**config.mk**
```make
export PLATFORM = sky130hd
export DESIGN_NAME = mbeg_csr
export DESIGN_NICKNAME = d
export VERILOG_FILES = /design/src/sv/mbeg_pkg.sv /design/src/sv/mbeg_csr.sv
export SDC_FILE = /design/constraint.sdc
export NUM_CORES = 1
export LEC_CHECK = 0
export BUFFER_PORTS_ARGS = -buffer_cell sky130_fd_sc_hd__buf_2
export CORE_ASPECT_RATIO = 1.4
export CORE_UTILIZATION = 54
export CTS_CLUSTER_SIZE = 14
export DETAILED_ROUTE_END_ITERATION = 6
export PLACE_DENSITY_LB_ADDON = 0.15
export RECOVER_POWER = 100
export SLEW_MARGIN = 20
export SYNTH_ARGS = -nofsm -noshare
export SYNTH_HDL_FRONTEND = slang
export SYNTH_SLANG_ARGS = --single-unit
```
**constraint.sdc**
```tcl
create_clock -name clock -period 2.3 [get_ports clock]
set_clock_uncertainty 0.15 [all_clocks]
set_input_delay 0.46 -clock clock [delete_from_list [all_inputs] [get_ports clock]]
set_output_delay 0.46 -clock clock [all_outputs]
set_load 0.03 [all_outputs]
```
**src/sv/mbeg_pkg.sv**
```systemverilog
// Shared types, constants and helper function of the Mandelbrot escape-time grey block.
`default_nettype none

package mbeg_pkg;

   localparam int FRAC_BITS = 28;
   localparam int FX_W      = 32;
   localparam int COL_W     = 15;
   localparam int ROW_W     = 15;
   localparam int STEP_W    = 28;
   localparam int ITER_W    = 10;
   localparam int GREY_W    = 8;

   localparam int PROD_W    = 2 * FX_W;
   localparam int SHP_W     = PROD_W - FRAC_BITS;
   localparam int CP_W      = COL_W + STEP_W;
   localparam int SAT_IN_W  = CP_W + 2;

   localparam int QUOT_W    = GREY_W;
   localparam int DIVD_W    = ITER_W + QUOT_W;
   localparam int DIV_CNT_W = $clog2(QUOT_W);

   localparam int REQ_DATA_W = ((COL_W + ROW_W + 7) / 8) * 8;
   localparam int RSP_DATA_W = ((GREY_W + ITER_W + 7) / 8) * 8;
   localparam int RSP_USER_W = 1;

   localparam int CSR_ADDR_W = 4;
   localparam int CSR_DATA_W = 32;

   localparam logic signed [FX_W-1:0] ONE_FX     = FX_W'(1 << FRAC_BITS);
   localparam logic signed [FX_W-1:0] NEG_ONE_FX = -ONE_FX;
   localparam logic signed [FX_W-1:0] QUARTER_FX = FX_W'(1 << (FRAC_BITS - 2));
   localparam logic signed [FX_W-1:0] TWO_FX     = FX_W'(2 << FRAC_BITS);
   localparam logic signed [FX_W-1:0] NEG_TWO_FX = -TWO_FX;
   localparam logic signed [SHP_W:0]  FOUR_FX    = (SHP_W + 1)'(4 << FRAC_BITS);

   localparam logic signed [SAT_IN_W-1:0] SAT_HI =
      SAT_IN_W'((longint'(1) << (FX_W - 1)) - longint'(1));
   localparam logic signed [SAT_IN_W-1:0] SAT_LO =
      SAT_IN_W'(-(longint'(1) << (FX_W - 1)));

   localparam logic [FX_W-1:0]   RST_REAL_ORIGIN = 32'hE000_0000;
   localparam logic [FX_W-1:0]   RST_IMAG_ORIGIN = 32'hF000_0000;
   localparam logic [STEP_W-1:0] RST_PIXEL_STEP  = 28'd26844;
   localparam logic [ITER_W-1:0] RST_MAX_ITER    = 10'd250;

   localparam logic [GREY_W-1:0] GREY_FULL = '1;

   typedef struct packed {
      logic [FX_W-1:0]   real_origin;
      logic [FX_W-1:0]   imag_origin;
      logic [STEP_W-1:0] pixel_step;
      logic [ITER_W-1:0] max_iter;
   } cfg_type;

   typedef enum logic [1:0] {
      CSR_REAL_ORIGIN,
      CSR_IMAG_ORIGIN,
      CSR_PIXEL_STEP,
      CSR_MAX_ITER
   } csr_index_type;

   typedef enum logic [3:0] {
      DP_IDLE,
      DP_LOAD,
      DP_MUL_C,
      DP_SET_C,
      DP_MUL_CARD,
      DP_SUM_CARD,
      DP_MUL_Z,
      DP_CHECK_CARD,
      DP_UPDATE,
      DP_ESCAPE,
      DP_DIV_STEP,
      DP_FINISH
   } dp_op_type;

   typedef struct packed {
      logic card_in;
      logic escaped;
      logic at_limit;
      logic div_last;
      logic out_free;
   } dp_status_type;

   typedef enum logic [3:0] {
      ST_IDLE,
      ST_MUL_C,
      ST_SET_C,
      ST_MUL_CARD,
      ST_SUM_CARD,
      ST_MUL_Q,
      ST_CHECK_CARD,
      ST_MUL_Z,
      ST_UPDATE,
      ST_DIV,
      ST_DONE
   } ctrl_state_type;

   function automatic logic signed [FX_W-1:0] sat_fx(input logic signed [SAT_IN_W-1:0] v);
      logic signed [FX_W-1:0] r;
      if (v > SAT_HI) begin
         r = SAT_HI[FX_W-1:0];
      end else if (v < SAT_LO) begin
         r = SAT_LO[FX_W-1:0];
      end else begin
         r = v[FX_W-1:0];
      end
      return r;
   endfunction

endpackage

`default_nettype wire

```
**src/sv/mbeg_csr.sv**
```systemverilog
// Configuration register file behind the APB-style port.
`default_nettype none

module mbeg_csr
   import mbeg_pkg::*;
(
   input  wire logic                  clock,
   input  wire logic                  reset,
   input  wire logic                  csr_psel,
   input  wire logic                  csr_penable,
   input  wire logic                  csr_pwrite,
   input  wire logic [CSR_ADDR_W-1:0] csr_paddr,
   input  wire logic [CSR_DATA_W-1:0] csr_pwdata,
   output logic      [CSR_DATA_W-1:0] csr_prdata,
   output logic                       csr_pready,
   output cfg_type                    cfg
);

   cfg_type       cfg_ff;
   cfg_type       cfg_in;
   csr_index_type index;
   logic          write_en;

   assign csr_pready = 1'b1;
   assign index      = csr_index_type'(csr_paddr[CSR_ADDR_W-1:2]);
   assign write_en   = csr_psel && csr_penable && csr_pwrite && csr_pready;
   assign cfg        = cfg_ff;

   always_comb begin
      cfg_in = cfg_ff;
      if (write_en) begin
         unique case (index)
            CSR_REAL_ORIGIN: cfg_in.real_origin = csr_pwdata[FX_W-1:0];
            CSR_IMAG_ORIGIN: cfg_in.imag_origin = csr_pwdata[FX_W-1:0];
            CSR_PIXEL_STEP:  cfg_in.pixel_step  = csr_pwdata[STEP_W-1:0];
            CSR_MAX_ITER:    cfg_in.max_iter    = csr_pwdata[ITER_W-1:0];
         endcase
      end
   end

   always_comb begin
      unique case (index)
         CSR_REAL_ORIGIN: csr_prdata = CSR_DATA_W'(cfg_ff.real_origin);
         CSR_IMAG_ORIGIN: csr_prdata = CSR_DATA_W'(cfg_ff.imag_origin);
         CSR_PIXEL_STEP:  csr_prdata = CSR_DATA_W'(cfg_ff.pixel_step);
         CSR_MAX_ITER:    csr_prdata = CSR_DATA_W'(cfg_ff.max_iter);
      endcase
   end

   always_ff @(posedge clock) begin
      if (reset) begin
         cfg_ff.real_origin <= RST_REAL_ORIGIN;
         cfg_ff.imag_origin <= RST_IMAG_ORIGIN;
         cfg_ff.pixel_step  <= RST_PIXEL_STEP;
         cfg_ff.max_iter    <= RST_MAX_ITER;
      end else begin
         cfg_ff <= cfg_in;
      end
   end

endmodule

`default_nettype wire

```
==> run_results.csv <==
group,metric,value,unit
outcome,outcome,"complete, no violations",
placement,io_buffers,172,
global_route,met2_usage,42.0,%
detailed_routing,routed-via-count,3814,
sta,fmax,463,MHz
clocking,cts_root_buffer,"clkbuf_16",
sta,period_needed,2.16,ns
synth,netlist_area,4850,um2
synth,synth_cell_types,21,
floorplan,io_pins,176,
synth,yosysTopAreaCellShare,42.1,%
clocking,insertion_delay,0.34,ns
worst_setup_path,worstPathMaxFanout,22,
run,cap_violations,0,
clocking,hold_buffers,0,
global_route,antenna_found_initial,0,
worst_setup_path,arrival,1.55,ns
global_route,grt_usage,24.0,%
power_and_ir_drop,p_leak,2.66,nW
synth,yosys_warnings,0,
synth,synth_common_cells,"124 x mux2i_1, 110 x nand2b_1, 102 x dfxtp_1",
sta,worstMarginPinSlew,1.11,ns
sta,hold_violations,0,
global_route,use_met3,4.78,%
cells_and_area,nets,669,
sta,min_period_over_period,93.9,%
worst_setup_path,path_class,"primary input to output pin",
synth,async_flop_share,0,%
placement,dp_hpwl,7.79,mm
synth,synthCells,468,
worst_hold_path,hp-class,"primary input to flip-flop",
sta,tns,0,ns
clocking,tritoncts,"done",
clocking,post_cts_buffers,0,
power_and_ir_drop,power_frac_clock,43.1,%
synth,yosysTopAreaCell,"dfxtp_1",
cells_and_area,layout-drive-gt1-share,15.0,%
synth,ys.flop_type,"dfxtp_1",
cells_and_area,largest_reg_flops,102,
global_route,grt_max_degree,146,
clocking,cts-buffers-inserted,9,
global_route,grt.busiest_layer,"met2",
worst_setup_path,end_kind,"output pin",
cells_and_area,utilization,68.3,%
global_route,grt_overflow,0,
floorplan,fp.dieW,82.1,um
global_route,grt_first_pass_wirelength,16.9,mm
synth,synth.avg_cell_area,10.4,um2
cells_and_area,area.growth.synth_to_final,22.0,%
floorplan,die_h,114,um
cells_and_area,fin_cells,738,
floorplan,num_rows,40,
placement,gp_congestion,0.763,
synth,synth_most_common_cell,"mux2i_1",
power_and_ir_drop,ir_worst_vdd,0.602,mV
power_and_ir_drop,netSwitchingFraction,24.1,%
synth,ys_top_cells_by_area,"dfxtp_1 42%, mux2i_1 26%, nand2b_1 14%",
cells_and_area,fillers,776,
worst_setup_path,required,1.69,ns
sta,setup_violations,0,
placement,placedInstanceArea,5770,um2
synth,synth_edf_count,0,
synth,seq_area_frac_synth,42.1,%
detailed_routing,wirelength,11.2,mm
worst_hold_path,holdPathStages,3,
floorplan,start_util,56.0,%
clocking,clkSinkCount,102,
global_route,use_met1,28.4,%
power_and_ir_drop,p_seq_share,46.7,%
sta,rsz0062_at_grt,"no",
detailed_routing,antenna_left,0,
worst_setup_path,r2r_cells,2,
synth,syn_nets,509,
clocking,htreeDepth,3,
worst_setup_path,startpoint_type,"primary input",
sta,drv_slew,0,
floorplan,die_area,9360,um2
synth,synth-seq-cells,102,
power_and_ir_drop,comb_power_share,10.2,%
detailed_routing,wl_per_cell,15.2,um
sta,whs,0.233,ns
detailed_routing,firstDrtPassIters,4,
power_and_ir_drop,p_switching,0.934,mW
clocking,path_clk_slew,0.07,ns
cells_and_area,final_area,5910,um2
power_and_ir_drop,power_density,654,nW/um2
detailed_routing,drtIter0Drc,142,
global_route,grt_pass1_vias,3492,
clocking,clk_path_buf_depth,2,
floorplan,core_area,8660,um2
placement,dp.cells,722,
cells_and_area,diodes,0,
detailed_routing,drc,0,
power_and_ir_drop,p_int,2.93,mW
sta,maxSlewHeadroom,26.2,%
detailed_routing,post_drt_via_cell_ratio,5.17,
clocking,post_cts_resized,0,
==> power groups by stage <==
stage	Sequential (mW)	Clock, mW	Combinational (mW)
after CTS	1.81	1.69	0.410
final	1.81	1.67	0.395
after global placement	1.85	0	0.399
after floorplan	1.89	0	0.242
after global routing	1.81	1.77	0.422
after detailed placement	1.85	0	0.409
==> logic make-up after synthesis <==
group / Yosys count / synth area share, %
AOI/OAI and AO/OA: 18 / 1.86
buffers and inverters: 37 / 5.16
DFF: 102 / 42.1
muxes: 134 / 30.4
other: 1 / 0.0774
and+or+nand+nor: 176 / 20.3
==> area by class of cell <==
class	instances	area, um2	share of cell area, %
tap	105	131	2.22
clock buffer	10	239	4.04
timing repair buffer	186	877	14.8
clock inverter	6	92.6	1.57
multi-input combinational	329	2530	42.8
sequential	102	2040	34.5
==> worst paths after layout <==
check	from	end	slack, ns
worst min-delay path	csr_pwdata[30]	cfg[100]	0.23
worst min register to register	cfg[15]	cfg[15]	0.34
worst max register to register	cfg[99]	cfg[99]	1.43
worst max-delay path	csr_paddr[2]	csr_prdata[22]	0.14
==> layout by cell type (no fill, tap or decap), types with 2 or more instances in the layout <==
master      synthesis  layout
mux4_2              8       8
clkinvlp_4          0       2
mux4_1              2       2
bufinv_16           0       2
mux2i_1           124     124
clkbuf_1           12     117
clkbuf_16           0       9
nand2_1            18      18
dfxtp_1           102     102
buf_2               8      39
buf_12              0       6
inv_6               0       2
clkbuf_2            0      23
nor2_1             39      39
o21ai_0            18      18
nand3_1             2       2
nand2b_1          110     110
==> per-layer routing <==
| metal | wire length [um] | part of all wire (%) |
|---|---|---|
| met5 | 0 | 0 |
| met1 | 4840 | 43 |
| met3 | 548 | 4.9 |
| met2 | 5630 | 50 |
| met4 | 185 | 1.6 |
==> critical path: stages <==
cell and delay [ns]:
buf_2 0.11, buf_12 0.17, nor2b_4 0.18, buf_12 0.17
nand2_1 0.06, o21ai_0 0.07, clkbuf_1 0.33
==> metrics by stage <==
step | total power [mW] | worst slack, ns
3_3_place_gp | 2.24 | 0.193
5_1_grt | 4.01 | 0.0719
3_5_place_dp | 2.26 | 0.167
4_1_cts | 3.91 | 0.166
6_report | 3.87 | 0.139
2_1_floorplan | 2.13 | 0.0696
No activity file was read; power rests on OpenSTA's default activity.
