### config.mk
export PLATFORM = sky130hd
export DESIGN_NAME = mbeg_ctrl
export DESIGN_NICKNAME = d
export VERILOG_FILES = /design/src/sv/mbeg_pkg.sv /design/src/sv/mbeg_ctrl.sv
export SDC_FILE = /design/constraint.sdc
export NUM_CORES = 1
export LEC_CHECK = 0
export ABC_AREA = 0
export ABC_CLOCK_PERIOD_IN_PS = 1500
export BUFFER_PORTS_ARGS = -buffer_cell sky130_fd_sc_hd__buf_2
export CORE_AREA = 8 8 45 47
export DETAILED_ROUTE_END_ITERATION = 10
export DIE_AREA = 0 0 53 55
export GPL_TIMING_DRIVEN = 1
export PLACE_DENSITY = 0.58
export SLEW_MARGIN = 20
export SYNTH_ARGS = -nofsm -noshare
export SYNTH_HDL_FRONTEND = slang
export SYNTH_SLANG_ARGS = --single-unit
### constraint.sdc
create_clock -name clock -period 1.5 [get_ports clock]
set_input_delay 0.45 -clock clock [delete_from_list [all_inputs] [get_ports clock]]
set_output_delay 0.45 -clock clock [all_outputs]
set_load 0.05 [all_outputs]
### src/sv/mbeg_pkg.sv
// Shared types, constants and helper function of the Mandelbrot escape-time grey block.
`default_nettype none

package mbeg_pkg;

   localparam int FRAC_BITS = 28;
   localparam int FX_W      = 32;
   localparam int COL_W     = 15;
   localparam int ROW_W     = 15;
   localparam int STEP_W    = 28;
   localparam int ITER_W    = 10;
   localparam int GREY_W    = 8;

   localparam int PROD_W    = 2 * FX_W;
   localparam int SHP_W     = PROD_W - FRAC_BITS;
   localparam int CP_W      = COL_W + STEP_W;
   localparam int SAT_IN_W  = CP_W + 2;

   localparam int QUOT_W    = GREY_W;
   localparam int DIVD_W    = ITER_W + QUOT_W;
   localparam int DIV_CNT_W = $clog2(QUOT_W);

   localparam int REQ_DATA_W = ((COL_W + ROW_W + 7) / 8) * 8;
   localparam int RSP_DATA_W = ((GREY_W + ITER_W + 7) / 8) * 8;
   localparam int RSP_USER_W = 1;

   localparam int CSR_ADDR_W = 4;
   localparam int CSR_DATA_W = 32;

   localparam logic signed [FX_W-1:0] ONE_FX     = FX_W'(1 << FRAC_BITS);
   localparam logic signed [FX_W-1:0] NEG_ONE_FX = -ONE_FX;
   localparam logic signed [FX_W-1:0] QUARTER_FX = FX_W'(1 << (FRAC_BITS - 2));
   localparam logic signed [FX_W-1:0] TWO_FX     = FX_W'(2 << FRAC_BITS);
   localparam logic signed [FX_W-1:0] NEG_TWO_FX = -TWO_FX;
   localparam logic signed [SHP_W:0]  FOUR_FX    = (SHP_W + 1)'(4 << FRAC_BITS);

   localparam logic signed [SAT_IN_W-1:0] SAT_HI =
      SAT_IN_W'((longint'(1) << (FX_W - 1)) - longint'(1));
   localparam logic signed [SAT_IN_W-1:0] SAT_LO =
      SAT_IN_W'(-(longint'(1) << (FX_W - 1)));

   localparam logic [FX_W-1:0]   RST_REAL_ORIGIN = 32'hE000_0000;
   localparam logic [FX_W-1:0]   RST_IMAG_ORIGIN = 32'hF000_0000;
   localparam logic [STEP_W-1:0] RST_PIXEL_STEP  = 28'd26844;
   localparam logic [ITER_W-1:0] RST_MAX_ITER    = 10'd250;

   localparam logic [GREY_W-1:0] GREY_FULL = '1;

   typedef struct packed {
      logic [FX_W-1:0]   real_origin;
      logic [FX_W-1:0]   imag_origin;
      logic [STEP_W-1:0] pixel_step;
      logic [ITER_W-1:0] max_iter;
   } cfg_type;

   typedef enum logic [1:0] {
      CSR_REAL_ORIGIN,
      CSR_IMAG_ORIGIN,
      CSR_PIXEL_STEP,
      CSR_MAX_ITER
   } csr_index_type;

   typedef enum logic [3:0] {
      DP_IDLE,
      DP_LOAD,
      DP_MUL_C,
      DP_SET_C,
      DP_MUL_CARD,
      DP_SUM_CARD,
      DP_MUL_Z,
      DP_CHECK_CARD,
      DP_UPDATE,
      DP_ESCAPE,
      DP_DIV_STEP,
      DP_FINISH
   } dp_op_type;

   typedef struct packed {
      logic card_in;
      logic escaped;
      logic at_limit;
      logic div_last;
      logic out_free;
   } dp_status_type;

   typedef enum logic [3:0] {
      ST_IDLE,
      ST_MUL_C,
      ST_SET_C,
      ST_MUL_CARD,
      ST_SUM_CARD,
      ST_MUL_Q,
      ST_CHECK_CARD,
      ST_MUL_Z,
      ST_UPDATE,
      ST_DIV,
      ST_DONE
   } ctrl_state_type;

   function automatic logic signed [FX_W-1:0] sat_fx(input logic signed [SAT_IN_W-1:0] v);
      logic signed [FX_W-1:0] r;
      if (v > SAT_HI) begin
         r = SAT_HI[FX_W-1:0];
      end else if (v < SAT_LO) begin
         r = SAT_LO[FX_W-1:0];
      end else begin
         r = v[FX_W-1:0];
      end
      return r;
   endfunction

endpackage

`default_nettype wire

### src/sv/mbeg_ctrl.sv
// Sequencing state machine that issues datapath commands for one pixel.
`default_nettype none

module mbeg_ctrl
   import mbeg_pkg::*;
(
   input  wire logic          clock,
   input  wire logic          reset,
   input  wire logic          req_tvalid,
   output logic               req_tready,
   input  wire dp_status_type status,
   output dp_op_type          cmd,
   output ctrl_state_type     state
);

   ctrl_state_type state_ff;
   ctrl_state_type state_in;

   assign state = state_ff;

   always_comb begin
      state_in = state_ff;
      unique case (state_ff)
         ST_IDLE: begin
            if (req_tvalid) begin
               state_in = ST_MUL_C;
            end
         end
         ST_MUL_C:    state_in = ST_SET_C;
         ST_SET_C:    state_in = ST_MUL_CARD;
         ST_MUL_CARD: state_in = ST_SUM_CARD;
         ST_SUM_CARD: state_in = ST_MUL_Q;
         ST_MUL_Q:    state_in = ST_CHECK_CARD;
         ST_CHECK_CARD: begin
            state_in = status.card_in ? ST_DONE : ST_MUL_Z;
         end
         ST_MUL_Z:    state_in = ST_UPDATE;
         ST_UPDATE: begin
            priority if (status.escaped) begin
               state_in = ST_DIV;
            end else if (status.at_limit) begin
               state_in = ST_DONE;
            end else begin
               state_in = ST_MUL_Z;
            end
         end
         ST_DIV: begin
            if (status.div_last) begin
               state_in = ST_DONE;
            end
         end
         ST_DONE: begin
            if (status.out_free) begin
               state_in = ST_IDLE;
            end
         end
         default: state_in = ST_IDLE;
      endcase
   end

   always_comb begin
      cmd        = DP_IDLE;
      req_tready = 1'b0;
      unique case (state_ff)
         ST_IDLE: begin
            req_tready = 1'b1;
            if (req_tvalid) begin
               cmd = DP_LOAD;
            end
         end
         ST_MUL_C:      cmd = DP_MUL_C;
         ST_SET_C:      cmd = DP_SET_C;
         ST_MUL_CARD:   cmd = DP_MUL_CARD;
         ST_SUM_CARD:   cmd = DP_SUM_CARD;
         ST_MUL_Q:      cmd = DP_MUL_Z;
         ST_CHECK_CARD: cmd = DP_CHECK_CARD;
         ST_MUL_Z:      cmd = DP_MUL_Z;
         ST_UPDATE: begin
            priority if (status.escaped) begin
               cmd = DP_ESCAPE;
            end else if (status.at_limit) begin
               cmd = DP_IDLE;
            end else begin
               cmd = DP_UPDATE;
            end
         end
         ST_DIV:        cmd = DP_DIV_STEP;
         ST_DONE: begin
            if (status.out_free) begin
               cmd = DP_FINISH;
            end
         end
         default:       cmd = DP_IDLE;
      endcase
   end

   always_ff @(posedge clock) begin
      if (reset) begin
         state_ff <= ST_IDLE;
      end else begin
         state_ff <= state_in;
      end
   end

endmodule

`default_nettype wire

==> results list <==
- Final Cycle Share: 113.1%
- Of the cells placed in the final design, the portion with a size suffix greater than 1 is 64.29%.
- Total inserted antenna cells: 0
- Iteration-0 DRC Markers: 8
* Core utilization of the finished layout: 63.56%
- The synthesized netlist contains 32 unique library cells.
- Synthesized flop and latch total: 4
- Before antenna repair, the detailed router went through 3 iterations.
- Counting every instance in the synthesized netlist gives 59.
- Using the TritonRoute via totals, the vias-per-cell ratio works out to 5.184.
- Global routing consumed, over all layers together, 12.01% of the routing resources.
- At the worst endpoint, the required time is 1.05 ns.
- The path class of the tightest hold or removal check is in2reg.
* Max Root-Sink Buffers: 2
- Between clock sinks in the finished design, the worst skew comes to roughly 0.0020 ns.
* Net Sw Frac: about two fifths
- Setup repair after global routing missed its margin: yes
- The initial utilization of the core area, before any placement, comes to 30.38%.
- After global routing the overflow that remains totals 0.
* Worst slew slack as a fraction of its limit: between 80% and 90%
* Via count: 591
- Based on the critical path, the design can be clocked at up to 589.3 MHz.
* Violations in the final reports: negative setup slack
* Clk Tree Root Cell: sky130_fd_sc_hd__clkbuf_4
- The floorplan has 14 rows.
- The number of clock buffers added by TritonCTS is 3.
- Main synth FF type: sky130_fd_sc_hd__dfxtp_1
- Endpoint of the most critical setup path: cmd[1]
- Total count of hold-check failures in the final report: 0
* Delay of the slowest critical-path stage: just under 0.4 ns
- Number of global-route vias before repair: between 600 and 700
* Final GP Congestion: 0.7868
- Data on the critical path arrives at its endpoint at about 1.3 ns.
- IO Pins: 17
* Top cell type by total area after synthesis: sky130_fd_sc_hd__dfxtp_1
- The total area inside the core boundary comes to around 1400 um2.
- The count of nets left with antenna violations once routing finished came out at 0.
* Synth top cells by count: sky130_fd_sc_hd__nand2_1 (6), sky130_fd_sc_hd__buf_2 (4), sky130_fd_sc_hd__dfxtp_1 (4), sky130_fd_sc_hd__nand2b_1 (4)
- Slew @ Worst Pin: ~0.26 ns
* Fraction of registers with async set or reset after synthesis: 0%
- Maximum number of pins on one net before global-route repair: 13
- Port buffering added 16 buffers.
- Across all hold checks on the routed design, the worst slack comes to 0.4457 ns.
- Instance area at placement: 726.9 um2
* Worst Path Class, Setup: reg2out
* DIE AREA: 2915 um2
- Flop2flop setup slack: about 0.10 ns
- The synthesized netlist occupies a cell area of between 400 and 500 um2.
- Relative contribution of combinational cells to total power: 59.4%
- Total Wirelength: between 1500 and 2000 um
- Launch point of the critical path: state[2]
- Cell area after layout: 879.6 um2
* Critical path's slowest cell: sky130_fd_sc_hd__dfxtp_4
- The first global-routing pass estimated approximately 2700 um of wire.
- Power share of the sequential group: 20.5%
- GR met3 Demand/Resource: between 2 and 3%
- Counting cells, the worst reg-to-reg path comes to 4.
* Peak-usage layer in the global routing report: met2
- The most common cell in the synthesized netlist is sky130_fd_sc_hd__nand2_1.
- Number of flip-flops in the largest register: 4
- Across the run, the number of max-cap violations was 0.
* Cell occurring most often along the worst timing path: sky130_fd_sc_hd__buf_6
* Post-synth EDFFs: 0
- Synthesized net count: 67
* Setup tns final: -0.8362 ns
- Worst VDD drop: 0.5329 mV
- Setup ws final: -0.1970 ns
- Clock latency on the worst-skew pair, taken at its later pin, is between 0.2 and 0.25 ns.
* Fin crit period: roughly 1.7 ns
- The signal on the critical path passes through buf_6 > o21ai_4 > a221oi_4 > buf_6.
* Clock-pin slew reported for the worst setup and hold paths after clock tree synthesis: approximately 0.030 ns
- In this run the number of H-tree levels came out at 1.
- The floorplan step set the die width to between 50 and 60 um.
- Proportion of power drawn by the clock network: about a fifth
- For this design the ratio of total power to cell area is ~740 nW/um2.
- Relative area change from synthesis to final layout: 109.2%
* Clock tree from TritonCTS: built
- The average instance in the mapped netlist occupies approximately 7.1 um2.
- Placed wire-length estimate after detailed placement: around 1100 um
- Run status: complete, but fails checks
- The worst setup path is launched from a flip-flop.
* P_sw: 272.9 uW
* Startpoint of the worst hold path: reset
* CTS Hold Bufs: 0
- The count of final max-slew check failures was 0.
- Endpoint class of the critical path: output port
* DRC viols: 0
- Share of the synthesized area in the top cell type: 19.05%
- For this run, the register share of the synthesized area comes to about a fifth.
- Antenna violations before repair: 0
- Leakage power summed over all cells: 0.0003779 uW
- The tree built by TritonCTS fans out to 4 sinks.
- Y dimension of the die: between 50 and 60 um
- The endpoint identified for the worst register-to-register timing path is state[1].
- Global routing consumed, on the met2 layer, 21.88% of the routing resources.
- Number of endpoints failing setup at the final stage: 6
* Internal Dissipation: 379.2 uW
- Main area contributors after synthesis: sky130_fd_sc_hd__dfxtp_1 (19%), sky130_fd_sc_hd__nand2b_1 (6.0%), sky130_fd_sc_hd__nand2_1 (5.4%)
* Worst Path Max Fanout: 6
- Global routing used a little over an eighth of the available met1 tracks.
* Ys Warns: 0
* Worst R2R Start: state[0]
- Wire length per cell: ~13 um
* # nets final: around 110
==> metrics by stage <==
stage | total power [uW] | cells | worst slack [ns]
floorplan | 370.9 | 59 | -0.1945
global placement | 463.3 | 107 | -0.2342
detailed placement | 466.9 | 107 | -0.2715
CTS | 654.3 | 113 | -0.2064
global route | 695.2 | 114 | -0.2505
finish | 652.2 | 114 | -0.1970
==> how the worst min path moves through the flow <==
stage               endpoint  slack (ns)  cells past startpoint
floorplan           state[2]        0.51                      1
detailed placement  state[1]        0.68                      4
global route        state[2]        0.44                      2
global placement    state[1]        0.67                      4
CTS                 state[2]        0.43                      2
finish              state[2]        0.45                      2
==> repair_timing <==
action	CTS	global route
pin swaps	6	1
gates resized for setup	23	4
setup buffers	3	1
endpoints found under the setup margin	7	6
==> cell type report <==
cell class              count  area, um2
well taps                  16      20.02
multi-input cells          47      400.4
fillers                   127      504.2
flip-flops and latches      4      95.09
repair buffers             41      330.3
inverters                   3      11.26
clock buffers               3      22.52
==> routing by layer <==
| metal | vias to the layer above | wire, um |
|---|---|---|
| met5 | - | 0 |
| met2 | 12 | 786 |
| li1 | 301 | - |
| met4 | 0 | 25 |
| met1 | 274 | 644 |
| met3 | 4 | 74 |
==> power by group through the flow <==
stage	Sequential (uW)	Clock, uW	Combinational, uW
4_1_cts	133	138	383
3_5_place_dp	135	0	332
5_1_grt	136	145	414
3_3_place_gp	135	0	328
2_1_floorplan	157	0	214
6_report	133	132	387
==> placed cells by master (no fill, tap or decap), types with 3 or more instances in the layout <==
master / n
sky130_fd_sc_hd__buf_6: 6
sky130_fd_sc_hd__nand2b_4: 3
sky130_fd_sc_hd__clkbuf_4: 3
sky130_fd_sc_hd__nand2_1: 6
sky130_fd_sc_hd__buf_4: 25
sky130_fd_sc_hd__buf_2: 8
sky130_fd_sc_hd__o21ai_1: 3
sky130_fd_sc_hd__dfxtp_4: 4
==> cells by family after synthesis <==
kind of cell / Yosys count / synth area share (%)
AND/OR/NAND/NOR: 26 / 36.31
buffers and inverters: 8 / 9.227
flip-flops: 4 / 19.05
AO/OA/AOI/OAI: 21 / 35.42
==> worst max-delay path: cells and delay by family (launching register included) <==
family,cells,cell delay (ns)
flip-flops,1,0.39
buffers and inverters,2,0.34
AO/OA/AOI/OAI,2,0.28
(Power assumes the default switching activity.)
